### config.mk
export PLATFORM = sky130hd
export DESIGN_NAME = rbd_ctrl
export DESIGN_NICKNAME = d
export VERILOG_FILES = /design/src/rtl/core/rbd_pkg.sv /design/src/rtl/core/rbd_ctrl.sv
export SDC_FILE = /design/constraint.sdc
export NUM_CORES = 1
export LEC_CHECK = 0
export ABC_AREA = 1
export BUFFER_PORTS_ARGS = -buffer_cell sky130_fd_sc_hd__clkbuf_2
export CAP_MARGIN = 5
export CELL_PAD_IN_SITES_DETAIL_PLACEMENT = 0
export CELL_PAD_IN_SITES_GLOBAL_PLACEMENT = 1
export CORE_AREA = 2 2 39 41
export CTS_CLUSTER_SIZE = 14
export DETAILED_ROUTE_END_ITERATION = 10
export DIE_AREA = 0 0 41 43
export HOLD_SLACK_MARGIN = 0.03
export PLACE_DENSITY_LB_ADDON = 0.25
export SLEW_MARGIN = 0
export SYNTH_ARGS = -nofsm -noshare
export SYNTH_HDL_FRONTEND = slang
export SYNTH_SLANG_ARGS = --single-unit
### constraint.sdc
create_clock -name clk_i -period 1.11 [get_ports clk_i]
set_input_delay 0.0555 -clock clk_i [delete_from_list [all_inputs] [get_ports clk_i]]
set_output_delay 0.0555 -clock clk_i [all_outputs]
set_load 0.05 [all_outputs]
### src/rtl/core/rbd_pkg.sv
// ----------------------------------------------------------------------------
// rbd_pkg
// Shared types and codes for the ring buffer deque: request and status codes,
// controller command and status bundles, and the result record.
// ----------------------------------------------------------------------------
`default_nettype none

package rbd_pkg;

  localparam int unsigned DATA_W    = 32;
  localparam int unsigned REQ_W     = 3;
  localparam int unsigned STATUS_W  = 2;
  localparam int unsigned COUNT_W   = 10;

  // Request codes; anything else acts as a query
  localparam logic [REQ_W-1:0] REQ_PUSH_FRONT = 3'd0;
  localparam logic [REQ_W-1:0] REQ_PUSH_BACK  = 3'd1;
  localparam logic [REQ_W-1:0] REQ_POP_FRONT  = 3'd2;
  localparam logic [REQ_W-1:0] REQ_POP_BACK   = 3'd3;
  localparam logic [REQ_W-1:0] REQ_QUERY      = 3'd4;

  // Result status codes
  localparam logic [STATUS_W-1:0] ST_OK        = 2'd0;
  localparam logic [STATUS_W-1:0] ST_POP_EMPTY = 2'd1;
  localparam logic [STATUS_W-1:0] ST_PUSH_FULL = 2'd2;

  localparam logic signed [DATA_W-1:0] NEG_ONE = -32'sd1;

  // Controller to datapath
  typedef struct packed {
    logic accept;    // latch the request beat
    logic exec;      // update pointers, write or issue a read
    logic capture;   // take registered read data into the end cache
    logic load_out;  // load the result register
  } cmd_t;

  // Datapath to controller
  typedef struct packed {
    logic need_read; // valid during exec: a pop needs the new end word
  } stat_t;

  typedef struct packed {
    logic signed [DATA_W-1:0]   pop_value;
    logic        [STATUS_W-1:0] status;
    logic        [COUNT_W-1:0]  item_count;
    logic                       is_empty;
    logic signed [DATA_W-1:0]   first_value;
    logic signed [DATA_W-1:0]   last_value;
  } result_t;

endpackage

`default_nettype wire

### src/rtl/core/rbd_ctrl.sv
// ----------------------------------------------------------------------------
// rbd_ctrl
// Sequencer for the deque: takes one request, runs the update and an optional
// store read, then hands the result to the output register.
// ----------------------------------------------------------------------------
`default_nettype none

module rbd_ctrl (
  input  wire logic          clk_i,
  input  wire logic          rst_ni,
  input  wire logic          in_valid_i,
  output logic               in_ready_o,
  output logic               out_valid_o,
  input  wire logic          out_ready_i,
  input  wire rbd_pkg::stat_t stat_i,
  output rbd_pkg::cmd_t      cmd_o
);

  localparam int unsigned STATE_W = 2;
  localparam logic [STATE_W-1:0] S_IDLE = 2'd0;
  localparam logic [STATE_W-1:0] S_EXEC = 2'd1;
  localparam logic [STATE_W-1:0] S_READ = 2'd2;
  localparam logic [STATE_W-1:0] S_FIN  = 2'd3;

  logic [STATE_W-1:0] state_q, state_d;
  logic               out_valid_q, out_valid_d;

  // Next state and commands
  always_comb begin
    state_d = state_q;
    cmd_o   = '0;
    unique case (state_q)
      S_IDLE: begin
        if (in_valid_i) begin
          cmd_o.accept = 1'b1;
          state_d      = S_EXEC;
        end
      end
      S_EXEC: begin
        cmd_o.exec = 1'b1;
        state_d    = stat_i.need_read ? S_READ : S_FIN;
      end
      S_READ: begin
        cmd_o.capture = 1'b1;
        state_d       = S_FIN;
      end
      S_FIN: begin
        if (!out_valid_q || out_ready_i) begin
          cmd_o.load_out = 1'b1;
          state_d        = S_IDLE;
        end
      end
      default: begin
        state_d = S_IDLE;
      end
    endcase
  end

  // Hold the result beat until taken
  always_comb begin
    priority if (cmd_o.load_out) begin
      out_valid_d = 1'b1;
    end else if (out_ready_i) begin
      out_valid_d = 1'b0;
    end else begin
      out_valid_d = out_valid_q;
    end
  end

  always_ff @(posedge clk_i or negedge rst_ni) begin
    if (!rst_ni) begin
      state_q     <= S_IDLE;
      out_valid_q <= 1'b0;
    end else begin
      state_q     <= state_d;
      out_valid_q <= out_valid_d;
    end
  end

  assign in_ready_o  = (state_q == S_IDLE);
  assign out_valid_o = out_valid_q;

  // An accepted request always goes to the update step next
  a_accept_exec: assert property (@(posedge clk_i) disable iff (!rst_ni)
    (in_valid_i && in_ready_o) |=> (state_q == S_EXEC))
    else $error("accepted request did not enter exec");

  // A read step only follows an exec that asked for it
  a_read_after_exec: assert property (@(posedge clk_i) disable iff (!rst_ni)
    (state_q == S_READ) |-> ($past(state_q) == S_EXEC && $past(stat_i.need_read)))
    else $error("read step without a pending read");

  // Loading a result always presents a beat next cycle
  a_load_valid: assert property (@(posedge clk_i) disable iff (!rst_ni)
    cmd_o.load_out |=> (out_valid_o && state_q == S_IDLE))
    else $error("result load did not raise valid");

endmodule

`default_nettype wire

After elaboration in Yosys (flattened, before gate mapping) --
Cells that the tools add are included.
Cells by class: div/mod/pow operators 0, bitwise logic cells 0, $add $sub $neg 0, shift-type cells 0, multiplexer cells 12, eq/ne operators 5, order comparisons 0, reductions and logical operators 5, $mul 0
Operators by type and width (count):
- 1-bit two-way mux | 9
- 2-bit one-hot mux with 4 select lines | 1
- 2-bit equality test, second input constant | 2
- 2-bit two-way mux | 2
- 2-bit != test, second input constant | 2
- 2-bit by 1-bit equality test with 1-bit output, second input constant | 1
- 2-bit zero test | 1
- 2-bit AND reduction | 1
- 2-bit nonzero test | 1
- 1-bit zero test | 1
- 1-bit logical OR | 1
Word-level totals: ROM bits 0, input bits 5, memory bits (writable) 0, memories kept 0, logic and storage cells 24, bits in latches 0, output and inout port bits 6, flip-flop bits (word level) 3

Longest topological paths before layout --
Gate-level depths: netlist of run 1.
word-level depth 5, mapped depth 6

Least setup slack after synthesis of run 1 --
Ideal clock, no wire load.
path kind register -> output, start reg state_q[0], end out cmd_o[3] in the netlist's numbering, arrival time 1.417 ns, stages on the path, launching flop included 5, path buffers 0, required time 1.054 ns, slack -0.363 ns, cells stage by stage dfrtp_1 > inv_1 > ha_1 > nand2_1 > inv_1
RTL lines:
- from (decl) | RTL line rbd_ctrl.sv:25 | logic [STATE_W-1:0] state_q, state_d;
- from (signal assigned) | RTL line rbd_ctrl.sv:75 | state_q <= state_d;
- to (decl) | RTL line rbd_ctrl.sv:16 | output rbd_pkg::cmd_t cmd_o

==> out/results.tsv, run 1 <==
stage	metric	value	unit
timing	RSZ-0062 raised after global routing	true	
layout	Ant. Diodes	0	
synthesis	Syn Nets	40	
detailed_routing	Via density	3.81	
floorplan	die area	1760	µm²
timing	Worst Max-Slew Pin Slew	237	ps
synthesis	synth top area cells	dfrtp_1 31%, ha_1 21%, nand2_1 14%	
global_route	largest net degree at the start of global routing	5	
floorplan	Initial Util	17.5	%
clocking	Root Driver	clkbuf_4	
detailed_routing	DRT Pass-1 Iters	1	
timing	clock skew	0.663	ps
worst_setup_path	Slowest cell on crit path	dfrtp_2	
worst_setup_path	type of origin of the critical path	flip-flop	
floorplan	Core Rows	14	
timing	endpoints failing setup	6	
synthesis	sequential share of the synthesized area	31.1	%
global_route	GRT overflow	0	
synthesis	Ys Warns	0	
layout	post-route cell area	536	µm²
clocking	Sink Count	3	
worst_setup_path	crit end category	output pin	
timing	fin crit share	110	%
layout	fillers	156	
clocking	clock slew at reported path FFs	40	ps
place	Placed Instances	57	
place	area post-placement	359	µm²
timing	slew margin rel.	84.2	%
clocking	Clk Latency, worst-skew pair	230	ps
place	PortBufs	10	
detailed_routing	Antenna Nets Post-Route	0	
place	Final GP Congestion	0.643	
layout	share of cells above drive strength 1	63.5	%
worst_setup_path	arrival time at the worst endpoint	1170	ps
clocking	TritonCTS Buffers	3	
worst_setup_path	worst-path fanout max	4	
synthesis	area leader, netlist	dfrtp_1	
floorplan	Core Box Area	1380	µm²
synthesis	Synth cell types	10	
detailed_routing	routed len/inst	8.60	µm
detailed_routing	vias after detailed routing	259	
clocking	Clock Tree Buf Depth	2	
status	status	complete, but fails checks	
worst_setup_path	Reg2Reg Depth	6	
synthesis	synthesized cell area	241	µm²
synthesis	post-synth top area share	31.1	%
flow_run	max_cap viols	0	
worst_setup_path	CP Cell Sequence	inv_2, ha_4, nand2_4, clkinvlp_4, clkbuf_16	
timing	endpoints failing hold	0	
synthesis	#FFs+latches synth	3	
detailed_routing	Initial DRC Count	0	
clocking	CTS tree	built	
layout	synthesis-to-finish area growth	122	%
place	DP HPWL	401	µm
global_route	initial antenna violation count	0	
timing	post-route setup slack	-111	ps
worst_setup_path	RR Startpoint	state_q[1]	
detailed_routing	Total Wirelength	585	µm
clocking	Clock H-tree levels	1	
worst_setup_path	Worst EP required	1050	ps
timing	fin crit period	1220	ps
global_route	aggregate global-route resource usage	7.85	%
detailed_routing	number of remaining DRC errors	0	
worst_setup_path	crit path kind	reg2out	
layout	Final nets	62	
worst_setup_path	max incr delay on CP	420	ps
status	failing checks	negative setup slack	
worst_hold_path	HP Class	in2async	
layout	Non-Filler Instances	68	
global_route	first-pass GRT wire length	897	µm
floorplan	Die Wd	41	µm
floorplan	io pins	11	
synthesis	Mean Syn Cell Area	7.79	µm²
timing	Slew Viols, Final	0	
worst_setup_path	crit path from	state_q[0]	
floorplan	Die Span Y	43	µm
global_route	vias in the first global route	231	
timing	Peak Freq	819	MHz
synthesis	cells after synthesis	31	
[per-stage QoR]
stage / hold WS, ps / TNS, ps / utilization (%) / setup slack (ps)
6_report: 152 / -494 / 38.7 / -111
5_1_grt: 164 / -821 / 38.7 / -162
4_1_cts: 132 / -580 / 36.4 / -140
3_5_place_dp: -143 / -20.6 / 25.9 / -20.0
3_3_place_gp: -145 / -2.15 / 25.9 / -2.15
2_1_floorplan: -240 / 0 / - / 0.719
[sequential cells by signal (all words and copies together), names as in the netlist]
signal	count
out_valid_o	1
state_q	2
[cells in the mapped netlist (all sizes together)]
cell type	count
a21oi	1
buf	1
dfrtp	3
ha	4
inv	7
nand2	10
nand3	4
o21bai	1
[critical path, delay by kind of cell (launching register included)]
kind / cells / cell delay [ps]
and+or+nand+nor: 1 / 50
adders and majority gates: 1 / 160
buffers and inverters: 3 / 310
DFF: 1 / 420
[logic make-up after synthesis]
family	Yosys count	share of synthesized area, %
flops	3	31.1
simple gates	14	29.0
compound gates	2	5.18
buf+inv	8	14.0
fa+ha+maj	4	20.7
[metal layers]
layer	track usage, %	up-vias	routed length [µm]
met5	0	-	0
met4	8.00	0	0
met3	1.57	0	18
met2	10.6	5	358
met1	9.42	119	208
li1	-	135	-
[what timing repair did]
item / CTS / global route
buffers inserted: 4 / 2
hold endpoints to repair: 3 / 0
endpoints found under the setup margin: 5 / 7
hold buffers: 1 / 0
gates resized for setup: 16 / 6
pin swaps: 3 / 0
[layout by cell type, fill, tap and decap left out, types with 2 or more instances in the layout]
master     Yosys  final
ha_4           0      2
dfrtp_1        3      2
buf_8          0      2
clkbuf_4       0      3
nand3_1        2      2
inv_2          0      3
nand2_1        9      8
clkbuf_16      0      2
clkbuf_2       0      4
nand2_4        0      2
buf_4          1      6
inv_1          7      3
[final timing paths]
kind,end,slack [ps]
worst max-delay path,cmd_o[3],-110
worst min-delay path,out_valid_o,150
worst max register to register,state_q[0],-40
worst min register to register,state_q[0],630
max in group asynchronous,state_q[0],840
min in group clk_i,out_valid_o,160
[final cells by class]
type	count	area, µm²	area share (%)
Multi-Input combinational cell	20	191	35.7
Timing Repair Buffer	18	191	35.7
Sequential cell	3	76.3	14.3
Inverter	7	30.0	5.61
Clock buffer	4	26.3	4.91
Tap cell	16	20.0	3.74
Power of run 1 is left out: the tool's default activity adds up to more than one toggle a clock period on the data nets, which glitch-free logic cannot reach.
==> inputs of run 2 (changes only) <==
--- a/config.mk
+++ b/config.mk
@@ -14,8 +14,9 @@
 export CTS_CLUSTER_SIZE = 14
 export DETAILED_ROUTE_END_ITERATION = 10
 export DIE_AREA = 0 0 41 43
-export HOLD_SLACK_MARGIN = 0.03
+export HOLD_SLACK_MARGIN = 0.12
 export PLACE_DENSITY_LB_ADDON = 0.25
+export SETUP_SLACK_MARGIN = 0.4
 export SLEW_MARGIN = 0
 export SYNTH_ARGS = -nofsm -noshare
 export SYNTH_HDL_FRONTEND = slang
==> constraint.sdc (replaced) <==
create_clock -name clk_i -period 1.11 [get_ports clk_i]
set_input_delay 0 -clock clk_i [delete_from_list [all_inputs] [get_ports clk_i]]
set_output_delay 0 -clock clk_i [all_outputs]
set_load 0.05 [all_outputs]
==> run 2 against run 1 <==
Compared with the run above: the flow still finishes with violations (negative setup slack); non-clock buffer count rose by 2; final cell count rose by 2.9%; die area did not move.
==> out/results.tsv, run 2 (same netlist as run 1, synthesis figures left out) <==
stage	metric	value	unit
status	status	complete, but fails checks	
status	failing checks	negative setup slack	
global_route	largest net degree at the start of global routing	5	
worst_setup_path	arrival time at the worst endpoint	1260	ps
detailed_routing	routed len/inst	7.87	µm
place	DP HPWL	405	µm
place	Final GP Congestion	0.648	
worst_setup_path	worst-path fanout max	3	
global_route	initial antenna violation count	0	
clocking	Clock H-tree levels	1	
detailed_routing	vias after detailed routing	260	
layout	Largest Register	state_q	
floorplan	Die Span Y	43	µm
clocking	Sink Count	3	
layout	fillers	141	
timing	clock skew	3.20	ps
place	PortBufs	10	
layout	synthesis-to-finish area growth	130	%
timing	Slew Viols, Final	0	
global_route	first-pass GRT wire length	876	µm
timing	hold slack final	94.9	ps
layout	Ant. Diodes	0	
global_route	vias in the first global route	230	
layout	Final nets	64	
floorplan	die area	1760	µm²
timing	endpoints failing setup	5	
detailed_routing	Via density	3.71	
worst_setup_path	Reg2Reg Depth	6	
layout	commonest non-fill, non-tap cell in the layout	nand2_1	
floorplan	Core Rows	14	
layout	Register Area	77.6	µm²
clocking	TritonCTS Buffers	3	
worst_setup_path	crit end category	flip-flop	
clocking	Clock Tree Buf Depth	2	
floorplan	Die Wd	41	µm
timing	Worst Max-Slew Pin Slew	158	ps
detailed_routing	DRT Pass-1 Iters	1	
worst_hold_path	HP Class	in2reg	
detailed_routing	Total Wirelength	551	µm
timing	post-route setup slack	-40.6	ps
clocking	clock slew at reported path FFs	40	ps
layout	commonest non-fill, non-tap cells in the layout	7 x nand2_1, 6 x buf_4, 4 x clkbuf_4, 4 x clkbuf_2	
worst_setup_path	Worst EP required	1220	ps
layout	area of the multi-input gates	200	µm²
clocking	number of hold buffers added after CTS	1	
detailed_routing	Initial DRC Count	0	
detailed_routing	Antenna Nets Post-Route	0	
place	area post-placement	345	µm²
layout	share of cells above drive strength 1	74.1	%
flow_run	max_cap viols	0	
timing	fin crit share	104	%
worst_setup_path	type of origin of the critical path	flip-flop	
floorplan	Core Box Area	1380	µm²
floorplan	Initial Util	17.5	%
layout	post-route cell area	554	µm²
global_route	GRT overflow	0	
global_route	aggregate global-route resource usage	7.55	%
timing	fin crit period	1150	ps
clocking	Clk Latency, worst-skew pair	230	ps
timing	RSZ-0062 raised after global routing	true	
worst_hold_path	hold path cells	4	
layout	max reg flops	2	
clocking	CTS tree	built	
clocking	Root Driver	clkbuf_4	
floorplan	io pins	11	
worst_setup_path	crit path kind	reg2reg	
detailed_routing	number of remaining DRC errors	0	
timing	Peak Freq	869	MHz
timing	endpoints failing hold	0	
timing	slew margin rel.	89.4	%
timing	Sum Neg Setup Slack	-118	ps
[run 2: layer usage]
layer	up-vias	global-route usage, %	share of wire [%]
li1	138	-	-
met1	116	8.09	40
met2	6	11.9	54
met3	0	1.57	6.2
met4	0	6.00	0
met5	-	0	0
[run 2: worst paths after layout]
check,startpoint,end,slack [ps]
min,out_ready_i,out_valid_o,90
min in group asynchronous,rst_ni,state_q[1],100
max,state_q[1],state_q[0],-40
max reg2reg,state_q[1],state_q[0],-40
max in group asynchronous,rst_ni,out_valid_o,890
min reg2reg,out_valid_o,out_valid_o,570
[run 2: stage by stage]
stage | util, % | setup WS [ps] | cells
after floorplan | - | 19.0 | 31
after global placement | 25.0 | 2.70 | 56
after detailed placement | 25.0 | -2.11 | 56
after CTS | 37.4 | -61.4 | 68
after global routing | 40.1 | -85.0 | 70
final | 40.1 | -40.6 | 70
[run 2: area by class of cell]
type | count | share of cell area (%)
flip-flops and latches | 3 | 14.0
multi-input cells | 20 | 36.1
well taps | 16 | 3.61
inverters | 7 | 5.42
clock buffers | 4 | 4.74
repair buffers | 20 | 36.1
[run 2: repair_timing]
action,CTS,global route
resized for setup,20,6
setup endpoints to repair,9,9
hold endpoints to repair,4,4
setup buffers,7,2
pin swaps,4,1
[run 2: critical path, cell delays in order (launching register included)]
cell      delay, ps
dfrtp_1         380
inv_2            70
ha_4            160
buf_4           140
o21bai_4        160
nand3_1          60
nand2_1          60
Power of run 2 is left out for the same reason.
==> inputs of run 3 (changes only) <==
--- a/config.mk
+++ b/config.mk
@@ -5,7 +5,6 @@
 export SDC_FILE = /design/constraint.sdc
 export NUM_CORES = 1
 export LEC_CHECK = 0
-export ABC_AREA = 1
 export BUFFER_PORTS_ARGS = -buffer_cell sky130_fd_sc_hd__clkbuf_2
 export CAP_MARGIN = 5
 export CELL_PAD_IN_SITES_DETAIL_PLACEMENT = 0
==> run 3 against run 2 <==
Compared with the run above: the flow still finishes with violations (negative setup slack); count of clock-buffer cells in the layout stayed put; global-route usage barely moved; fmax down 9.8%; register-to-register slack lost 120 ps; sequential share of layout area did not move; clock skew about the same; die area did not move; critical endpoint is now cmd_o[3].
==> out/results.tsv, run 3 <==
stage	metric	value	unit
flow_run	max_cap viols	0	
layout	Ant. Diodes	0	
timing	RSZ-0062 raised after global routing	true	
timing	slew margin rel.	89.1	%
detailed_routing	vias after detailed routing	225	
worst_hold_path	HP Class	in2async	
worst_setup_path	CP Cell Sequence	inv_2, ha_4, buf_6, and2_4, clkbuf_16	
global_route	largest net degree at the start of global routing	4	
global_route	vias in the first global route	235	
layout	synthesis-to-finish area growth	132	%
detailed_routing	Total Wirelength	613	µm
synthesis	number of synthesized flops with an enable pin	0	
clocking	TritonCTS Buffers	3	
layout	post-route cell area	554	µm²
timing	hold slack final	91.4	ps
timing	post-route setup slack	-166	ps
worst_setup_path	CP bufs+invs	3	
detailed_routing	routed len/inst	10.6	µm
synthesis	Synth cell types	12	
global_route	GR peak layer	met2	
synthesis	area leader, netlist	dfrtp_1	
worst_setup_path	crit end category	output pin	
timing	Slew Viols, Final	0	
clocking	Clk Latency, worst-skew pair	230	ps
worst_setup_path	type of origin of the critical path	flip-flop	
synthesis	Mean Syn Cell Area	10.9	µm²
global_route	M2 GR Usage	11.9	%
synthesis	sequential share of the synthesized area	31.4	%
layout	share of cells above drive strength 1	83.3	%
synthesis	Post-synth ARST share	100	%
place	Final GP Congestion	0.747	
synthesis	Syn Nets	31	
synthesis	synthesized cell area	239	µm²
floorplan	die area	1760	µm²
timing	endpoints failing setup	6	
clocking	CTS tree	built	
floorplan	Core Rows	14	
layout	commonest non-fill, non-tap cells in the layout	6 x buf_6, 4 x ha_4, 4 x clkbuf_4, 4 x clkbuf_2	
timing	endpoints failing hold	0	
timing	fin crit period	1280	ps
clocking	clock slew at reported path FFs	40	ps
worst_setup_path	Worst EP required	1110	ps
place	PortBufs	10	
floorplan	io pins	11	
clocking	Sink Count	3	
layout	Register Area	77.6	µm²
clocking	Clock H-tree levels	1	
floorplan	Die Span Y	43	µm
layout	Final nets	52	
layout	max reg flops	2	
synthesis	synth top area cells	dfrtp_1 31%, ha_1 21%, nand3b_4 8.4%	
global_route	GR Util met1	8.06	%
layout	commonest non-fill, non-tap cell in the layout	buf_6	
worst_setup_path	worst-path fanout max	3	
status	failing checks	negative setup slack	
global_route	initial antenna violation count	0	
place	DP HPWL	380	µm
timing	clock skew	3.17	ps
global_route	GRT overflow	0	
layout	area of the multi-input gates	216	µm²
place	area post-placement	342	µm²
detailed_routing	Initial DRC Count	3	
clocking	number of hold buffers added after CTS	1	
detailed_routing	number of remaining DRC errors	0	
synthesis	#FFs+latches synth	3	
global_route	aggregate global-route resource usage	7.54	%
worst_setup_path	arrival time at the worst endpoint	1280	ps
floorplan	Core Box Area	1380	µm²
synthesis	post-synth top area share	31.4	%
clocking	Clock Tree Buf Depth	2	
place	Place WS	-196	ps
synthesis	most frequent cells after synthesis	4 x ha_1, 3 x dfrtp_1, 3 x inv_1, 3 x nand2b_1, 2 x and2_1	
synthesis	most common cell in the netlist	ha_1	
worst_setup_path	Worst path top cell family by delay	flip-flops	
status	status	complete, but fails checks	
detailed_routing	Antenna Nets Post-Route	0	
global_route	first-pass GRT wire length	883	µm
synthesis	cells after synthesis	22	
worst_setup_path	max incr delay on CP	430	ps
floorplan	Initial Util	17.3	%
detailed_routing	Via density	3.88	
timing	Sum Neg Setup Slack	-696	ps
timing	fin crit share	115	%
global_route	M3 GR Usage	4.71	%
worst_setup_path	Slowest cell on crit path	dfrtp_2	
worst_setup_path	crit path kind	reg2out	
timing	Worst Max-Slew Pin Slew	163	ps
clocking	Root Driver	clkbuf_4	
timing	Peak Freq	784	MHz
synthesis	ys flop type	dfrtp_1	
floorplan	Die Wd	41	µm
synthesis	Ys Warns	0	
layout	Largest Register	state_q	
detailed_routing	DRT Pass-1 Iters	2	
layout	fillers	135	
[run 3: cell types whose count changed after synthesis, sizes merged]
| cell | delta |
|---|---|
| nand2 | -10 |
| inv | -4 |
| o21bai | -1 |
| nand3 | -4 |
| a21oi | -1 |
| mux2 | +1 |
| o2bb2a | +1 |
| nand3b | +1 |
| nor2 | +1 |
| and2 | +2 |
| o21ai | +1 |
| nand2b | +3 |
| a31oi | +1 |
[run 3: per-stage QoR]
stage / util, % / cells
2_1_floorplan: - / 22
3_3_place_gp: 24.7 / 50
3_5_place_dp: 24.7 / 50
4_1_cts: 34.9 / 57
5_1_grt: 40.1 / 58
6_report: 40.1 / 58
[run 3: metal layers]
metal	up-vias	part of all wire, %	wire, µm
met5	-	0	0
met4	0	0	0
met3	0	5.1	31
met2	6	59	364
met1	109	35	217
li1	110	-	-
[run 3: area by class of cell]
| cell class | instances | share of cell area [%] |
|---|---|---|
| multi-input combinational | 15 | 39.1 |
| timing repair buffer | 17 | 36.6 |
| sequential | 3 | 14.0 |
| clock buffer | 4 | 4.74 |
| tap | 16 | 3.61 |
| inverter | 3 | 2.03 |
[run 3: logic make-up after synthesis]
logic type / after synthesis / synth area share [%]
AO/OA/AOI/OAI: 3 / 10.5
AND/OR/NAND/NOR: 7 / 23.0
adder cells (fa/ha/maj): 4 / 20.9
multiplexers: 1 / 6.28
flip-flops: 3 / 31.4
buffers and inverters: 4 / 7.85
[run 3: worst paths after layout]
check,start,end,slack [ps],depth (start not counted)
setup / recovery,state_q[0],cmd_o[3],-170,5
min in group clk_i,out_ready_i,out_valid_o,120,3
max in group asynchronous,rst_ni,state_q[0],890,2
setup reg to reg,state_q[0],state_q[0],-160,5
hold / removal,rst_ni,out_valid_o,90,2
hold reg to reg,out_valid_o,out_valid_o,630,2
[run 3: timing repair]
action,4_1_cts,5_1_grt
endpoints found under the setup margin,9,9
gates resized for setup,18,15
pin swaps,2,4
setup buffers,2,1
hold endpoints to repair,4,4
Power of run 3 is left out for the same reason.
